File: src/hdl/differential_drive_ramp_assert.svh
// assertion macros used by the differential_drive_ramp rtl file
`ifndef DIFFERENTIAL_DRIVE_RAMP_ASSERT_SVH
`define DIFFERENTIAL_DRIVE_RAMP_ASSERT_SVH

// same-cycle implication, checked out of reset
`define DDR_ASSERT_NOW(label, clk, rst_n, ante, cons) \
  label: assert property (@(posedge clk) disable iff (!rst_n) (ante) |-> (cons)) \
    else $error("assertion failed");

// next-cycle implication, checked out of reset
`define DDR_ASSERT_NEXT(label, clk, rst_n, ante, cons) \
  label: assert property (@(posedge clk) disable iff (!rst_n) (ante) |=> (cons)) \
    else $error("assertion failed");

`endif

File: src/hdl/ddr_pkg.sv
`default_nettype none

package ddr_pkg;

  localparam int unsigned WireMax    = 254;
  localparam int unsigned WireMid    = WireMax / 2;
  localparam int unsigned SpeedW     = 14;
  localparam int unsigned StepW      = 14;
  localparam int unsigned ScaleShift = 6;

  localparam logic [StepW-1:0] StepReset = StepW'(610);

  typedef logic signed [SpeedW-1:0] speed_t;
  typedef logic [StepW-1:0]         step_t;

  // opcodes carried in tuser
  localparam logic OpCommand = 1'b0;
  localparam logic OpTick    = 1'b1;

  // wire byte to speed, bytes above the top code saturate
  function automatic speed_t decode_wire(input logic [7:0] raw);
    logic [7:0]        w;
    logic signed [8:0] diff;
    w    = (raw > 8'(WireMax)) ? 8'(WireMax) : raw;
    diff = $signed({1'b0, w}) - $signed(9'(WireMid));
    return speed_t'({diff[SpeedW-ScaleShift-1:0], {ScaleShift{1'b0}}});
  endfunction

endpackage

`default_nettype wire

File: src/hdl/ddr_slew.sv
`default_nettype none

module ddr_slew (
  input  ddr_pkg::speed_t speed_i,
  input  ddr_pkg::speed_t target_i,
  input  ddr_pkg::step_t  step_i,
  output ddr_pkg::speed_t speed_o
);
  import ddr_pkg::*;

  // two extra bits cover a full-scale speed plus the largest step
  localparam int unsigned WideW = SpeedW + 2;

  logic signed [WideW-1:0] v, t, s, dn, up;

  assign v  = WideW'(speed_i);
  assign t  = WideW'(target_i);
  assign s  = $signed({2'b00, step_i});
  assign dn = v - s;
  assign up = v + s;

  always_comb begin
    if (v > t) begin
      speed_o = (dn < t) ? target_i : speed_t'(dn);
    end else if (v < t) begin
      speed_o = (up > t) ? target_i : speed_t'(up);
    end else begin
      speed_o = speed_i;
    end
  end

endmodule

`default_nettype wire

File: src/hdl/differential_drive_ramp.sv
`default_nettype none

// Two-channel speed ramp for a differential drive. Each input word is a command
// (tuser 0: left and right wire bytes, 127 means stop, 255 reads as 254) or a tick
// (tuser 1: every speed moves by the programmed step toward its target and stops on it).
// Commands are ignored until a stop-stop pair arrives; that pair arms the block.
// On a tick with both targets zero and speeds not of opposite sign, the faster
// side is pulled to the slower one so the robot halts straight. Every input word
// gives exactly one output word with the speeds after the update, the on-target
// flag and the armed flag. Each word passes the input register, then the output register;
// one word is taken every cycle while m_axis_tready is high: the whole update is one add,
// compare and clamp per channel between the input register and the speed state. The step
// register must be written via cfg_we_i only while no word is in flight (not enforced).
module differential_drive_ramp (
  input  wire                  clk_i,
  input  wire                  rst_ni,
  input  wire                  cfg_we_i,
  input  wire ddr_pkg::step_t  cfg_wdata_i,
  input  wire                  s_axis_tvalid,
  output logic                 s_axis_tready,
  input  wire [15:0]           s_axis_tdata,  // left_byte [7:0], right_byte [15:8]
  input  wire                  s_axis_tuser,  // opcode
  output logic                 m_axis_tvalid,
  input  wire                  m_axis_tready,
  // left_drive [13:0], right_drive [27:14], on_target [28], armed [29], zero [31:30]
  output logic [31:0]          m_axis_tdata
);
  import ddr_pkg::*;

  `include "differential_drive_ramp_assert.svh"

  step_t      step_q;
  logic       in_valid_q;
  logic       op_q;
  logic [7:0] lbyte_q, rbyte_q;
  logic       out_valid_q;
  logic [31:0] out_data_q;

  speed_t left_speed_q, right_speed_q, left_target_q, right_target_q;
  speed_t left_speed_d, right_speed_d, left_target_d, right_target_d;
  logic   armed_q, armed_d;

  speed_t left_slew, right_slew, left_cmd, right_cmd;
  logic   advance;
  logic   on_target;

  assign advance       = in_valid_q && (!out_valid_q || m_axis_tready);
  assign s_axis_tready = !in_valid_q || advance;

  always_ff @(posedge clk_i or negedge rst_ni) begin
    if (!rst_ni) begin
      step_q <= StepReset;
    end else if (cfg_we_i) begin
      step_q <= cfg_wdata_i;
    end
  end

  // input register
  always_ff @(posedge clk_i or negedge rst_ni) begin
    if (!rst_ni) begin
      in_valid_q <= 1'b0;
    end else if (s_axis_tready) begin
      in_valid_q <= s_axis_tvalid;
    end
  end

  always_ff @(posedge clk_i) begin
    if (s_axis_tready && s_axis_tvalid) begin
      op_q    <= s_axis_tuser;
      lbyte_q <= s_axis_tdata[7:0];
      rbyte_q <= s_axis_tdata[15:8];
    end
  end

  ddr_slew u_slew_left (
    .speed_i  (left_speed_q),
    .target_i (left_target_q),
    .step_i   (step_q),
    .speed_o  (left_slew)
  );

  ddr_slew u_slew_right (
    .speed_i  (right_speed_q),
    .target_i (right_target_q),
    .step_i   (step_q),
    .speed_o  (right_slew)
  );

  assign left_cmd  = decode_wire(lbyte_q);
  assign right_cmd = decode_wire(rbyte_q);

  logic [SpeedW:0] left_mag, right_mag;
  logic            opposite;

  assign left_mag  = left_slew[SpeedW-1]  ? -(SpeedW+1)'(left_slew)  : (SpeedW+1)'(left_slew);
  assign right_mag = right_slew[SpeedW-1] ? -(SpeedW+1)'(right_slew) : (SpeedW+1)'(right_slew);
  assign opposite  = (left_slew < 0 && right_slew > 0) || (left_slew > 0 && right_slew < 0);

  always_comb begin
    left_speed_d   = left_speed_q;
    right_speed_d  = right_speed_q;
    left_target_d  = left_target_q;
    right_target_d = right_target_q;
    armed_d        = armed_q;
    case (op_q)
      OpTick: begin
        left_speed_d  = left_slew;
        right_speed_d = right_slew;
        // straight stop: match the faster side to the slower one
        if (left_target_q == '0 && right_target_q == '0 && !opposite) begin
          if (left_mag < right_mag) begin
            right_speed_d = left_slew;
          end else begin
            left_speed_d = right_slew;
          end
        end
      end
      OpCommand: begin
        armed_d = armed_q || (left_cmd == '0 && right_cmd == '0);
        if (armed_d) begin
          left_target_d  = left_cmd;
          right_target_d = right_cmd;
        end
      end
      default: begin
        armed_d = armed_q;
      end
    endcase
  end

  assign on_target = (left_speed_d == left_target_d) && (right_speed_d == right_target_d);

  always_ff @(posedge clk_i or negedge rst_ni) begin
    if (!rst_ni) begin
      left_speed_q   <= '0;
      right_speed_q  <= '0;
      left_target_q  <= '0;
      right_target_q <= '0;
      armed_q        <= 1'b0;
    end else if (advance) begin
      left_speed_q   <= left_speed_d;
      right_speed_q  <= right_speed_d;
      left_target_q  <= left_target_d;
      right_target_q <= right_target_d;
      armed_q        <= armed_d;
    end
  end

  // output register
  always_ff @(posedge clk_i or negedge rst_ni) begin
    if (!rst_ni) begin
      out_valid_q <= 1'b0;
    end else if (advance) begin
      out_valid_q <= 1'b1;
    end else if (m_axis_tready) begin
      out_valid_q <= 1'b0;
    end
  end

  always_ff @(posedge clk_i) begin
    if (advance) begin
      out_data_q <= {2'b00, armed_d, on_target, right_speed_d, left_speed_d};
    end
  end

  assign m_axis_tvalid = out_valid_q;
  assign m_axis_tdata  = out_data_q;

  `DDR_ASSERT_NOW(a_unarmed_targets_zero, clk_i, rst_ni, !armed_q,
                  left_target_q == '0 && right_target_q == '0)
  `DDR_ASSERT_NEXT(a_armed_sticks, clk_i, rst_ni, armed_q, armed_q)
  `DDR_ASSERT_NEXT(a_advance_fills_output, clk_i, rst_ni, advance, out_valid_q)
  `DDR_ASSERT_NOW(a_ready_when_output_free, clk_i, rst_ni, !out_valid_q, s_axis_tready)
  `DDR_ASSERT_NOW(a_speed_in_range, clk_i, rst_ni, 1'b1,
                  left_speed_q >= -speed_t'(8128) && left_speed_q <= speed_t'(8128) &&
                  right_speed_q >= -speed_t'(8128) && right_speed_q <= speed_t'(8128))

endmodule

`default_nettype wire
File: config.mk
export PLATFORM = sky130hd
export DESIGN_NAME = differential_drive_ramp
export DESIGN_NICKNAME = d
export VERILOG_FILES = /design/src/hdl/ddr_pkg.sv /design/src/hdl/ddr_slew.sv /design/src/hdl/differential_drive_ramp.sv
export VERILOG_INCLUDE_DIRS = /design/src /design/src/hdl
export SDC_FILE = /design/constraint.sdc
export NUM_CORES = 1
export LEC_CHECK = 0
export BUFFER_PORTS_ARGS = -buffer_cell sky130_fd_sc_hd__buf_2
export CORE_MARGIN = 1.5
export CORE_UTILIZATION = 45
export CTS_CLUSTER_SIZE = 10
export DETAILED_ROUTE_END_ITERATION = 10
export PLACE_DENSITY_LB_ADDON = 0.1
export SYNTH_ARGS = -nofsm -noshare
export SYNTH_HDL_FRONTEND = slang
export SYNTH_SLANG_ARGS = --single-unit
File: constraint.sdc
create_clock -name clk_i -period 16.1 [get_ports clk_i]
set_input_delay 3.22 -clock clk_i [delete_from_list [all_inputs] [get_ports clk_i]]
set_output_delay 3.22 -clock clk_i [all_outputs]
set_load 0.03 [all_outputs]
==> summary.txt <==
Run status
  • Outcome: finished, final reports clean

GRT
  • Global route total overflow: 0
  • GRT Total Usage: approximately 35%
  • First-pass GRT wire length: just over 80,000 um
  • Antenna violations before repair: 0
  • Largest net degree at the start of global routing: 74
  • Vias in the first global route: 12,895

Yosys
  • Synthesized flop and latch total: 120
  • Area leader, netlist: ha_1
  • Synthesized area: 0.0136 mm^2
  • Synth top area share: about 15%
  • Synth top area cells: ha_1 (15%), dfrtp_1 (13%), edfxtp_1 (10%)
  • Gate Count Post-Synth: about 1,600
  • Ys flop type: dfrtp_1
  • Seq/Total Area, Yosys: 23.8%
  • Post-synth EDFFs: between 40 and 50
  • Avg Cell Area, Syn: 8.30 um^2
  • Count of cell types in the netlist: approximately 110
  • Ys async rst share: roughly 61%
  • Yosys warnings: 0

Timing
  • Setup TNS: 0 ns
  • Final setup viols: 0
  • Achievable Freq: slightly above 90 MHz
  • Final Slew Violations: 0
  • Slew margin rel.: 30.8%
  • RSZ-0062 raised after global routing: no
  • Final Critical Period: 10.88 ns
  • Worst Max-Slew Pin Slew: approximately 1.0 ns
  • Fin crit share: 67.6%
  • Final Hold Vio Count: 0
  • Skew final: roughly 0.014 ns

Worst setup path
  • Worst Path Arrival: about 11 ns
  • Kind of critical path: flip-flop to flip-flop
  • Crit Path Max Fanout: 12
  • Critical Path Sink Type: flip-flop
  • CP delay by family, top: compound AO/OA/AOI/OAI gates
  • CP peak stage delay: between 0.7 and 0.8 ns
  • CP Buf/Inv Count: 1
  • Startpoint types: flip-flop
  • Req. time, crit path: ~16 ns
  • CP max stage cell: a22oi_1

Floorplan
  • DIE AREA: 0.0313 mm^2
  • Die Wd: around 180 um
  • Starting Density: a little under half
  • Placement row count: 63
  • Die H: ~180 um
  • # IOs: 70
  • Core ar.: ~0.030 mm^2

CTS
  • TritonCTS clock tree: yes
  • CTS root buf: clkbuf_16
  • Clk slew on worst S/H paths: 0.06 ns
  • H-tree levels: 4
  • Clk_lat worst skew: 0.44 ns
  • Setup bufs post-CTS: 0
  • Clock buffer count from CTS: 17
  • Clock Tree Buf Depth: 2
  • CTS hold repair buffers: 0
  • CTS sink cnt: 120
  • Post_cts resized: 0

Placement
  • Placed insts: 2,051
  • DP Area: 0.0143 mm^2
  • DP HPWL: 41,900 um
  • Port Buffers: 67
  • Gpl congestion: between 1 and 1.5

Final layout
  • Nets@finish: ~1,900
  • Synthesis-to-finish area growth: 9.46%
  • Antenna cell count: 0
  • # fillers: between 2,000 and 3,000
  • Non-filler instance count after layout: 2,083
  • Finished Core Util: roughly half
  • Share of cells above drive strength 1: between 10% and 20%
  • Design Area, Final: 0.0149 mm^2

Min path
  • Worst Hold Class: flip-flop to flip-flop

Drt
  • Drt drc: 0
  • Vias per cell: roughly 6.5
  • Vias: roughly 13,000
  • WL/cell: around 26 um
  • Initial DRT Pass Iterations: 6
  • Detail Route Antenna Nets: 0
  • DRT iter0 DRCs: between 1,500 and 2,000
  • Final WL: ~54,000 um

Flow run
  • MaxCap Viol Count: 0
worst reg2reg max path, delay by kind of cell, from the launching register on:
kind	cells	cell delay, ns
adder cells (fa/ha/maj)	3	1.28
multiplexers	1	0.36
AND/OR/NAND/NOR	12	3.05
buffers and inverters	1	0.27
flip-flops	1	0.60
XOR/XNOR	2	0.29
AO/OA/AOI/OAI	19	4.89
path summary, 6_finish.rpt:
check	start	endpoint	cells past startpoint	slack [ns]
min in group asynchronous	rst_ni	left_speed_q[13]	1	2.91
worst max-delay path	left_speed_q[4]	m_axis_tdata[28]	38	5.22
worst max register to register	left_speed_q[4]	m_axis_tdata[28]	38	5.22
worst min-delay path	in_valid_q	m_axis_tvalid	1	0.49
worst min register to register	in_valid_q	m_axis_tvalid	1	0.49
max in group asynchronous	rst_ni	left_target_q[13]	1	12.47
cell usage after synthesis (9+ instances only):
master	n
mux2i_1	29
or2_2	12
inv_1	101
nor3_1	29
nand4_1	28
o211ai_1	20
dfrtp_1	69
a31oi_1	29
nor2_1	120
mux2_2	33
ha_1	167
o21a_1	16
clkbuf_1	53
a21o_1	24
and3_1	18
nor2b_1	21
nand2b_1	22
edfxtp_1	47
and2_1	13
o21bai_1	10
xnor2_1	60
a211oi_1	19
nand3_1	43
xor2_1	29
a22oi_1	10
o22ai_1	9
a21oi_1	107
a221oi_1	9
nand2_1	157
o31ai_1	17
o21ai_0	112
nor4_1	17
or4_1	11
flip-flops by register name, summed over array words and instances, names as in the netlist:
signal	cells
armed_q	1
in_valid_q	1
lbyte_q	8
left_speed_q	14
left_target_q	14
m_axis_tdata	30
m_axis_tvalid	1
op_q	1
rbyte_q	8
right_speed_q	14
right_target_q	14
step_q	14
cell type report:
cell class,instances,area (um^2),area share [%]
Inverter,102,383,2.57
Clock buffer,17,425,2.85
Clock inverter,15,153,1.02
Tap cell,390,488,3.27
Timing Repair Buffer,87,488,3.27
Sequential cell,120,3240,21.7
Multi-Input combinational cell,1352,9730,65.3
kinds of logic after synthesis:
logic type                 synth area share, %
AOI/OAI and AO/OA                         24.6
xor gates and xnor gates                  5.72
adders and majority gates                 15.9
buffers and inverters                     4.95
DFF                                       23.8
muxes                                     4.94
other                                   0.0551
and+or+nand+nor                           20.0
stage by stage:
stage	hold slack [ns]	setup slack (ns)
after floorplan	0.457	7.15
after global placement	0.473	5.71
after detailed placement	0.482	5.63
after CTS	0.495	5.58
after global routing	0.514	4.63
final	0.491	5.22
metal layers:
layer	part of all wire (%)	wire, um	GRT usage [%]
met2	44	23300	53.8
met5	0	0	0
met1	44	23400	47.5
met4	3.9	2090	12.9
met3	9.0	4800	6.83
layout by cell type (no fill, tap or decap), types with 24 or more instances in the layout:
cell,n
mux2i_1,28
xnor2_1,60
nor2_1,119
nand3_1,43
a21o_1,24
a21oi_1,107
nand4_1,28
edfxtp_1,47
nor3_1,29
buf_2,66
ha_1,167
inv_1,101
mux2_2,33
nand2_1,157
o21ai_0,111
xor2_1,29
a31oi_1,29
dfrtp_1,69
Power is left out: the tool's default activity adds up to more than one toggle a clock period on the data nets, which glitch-free logic cannot reach.
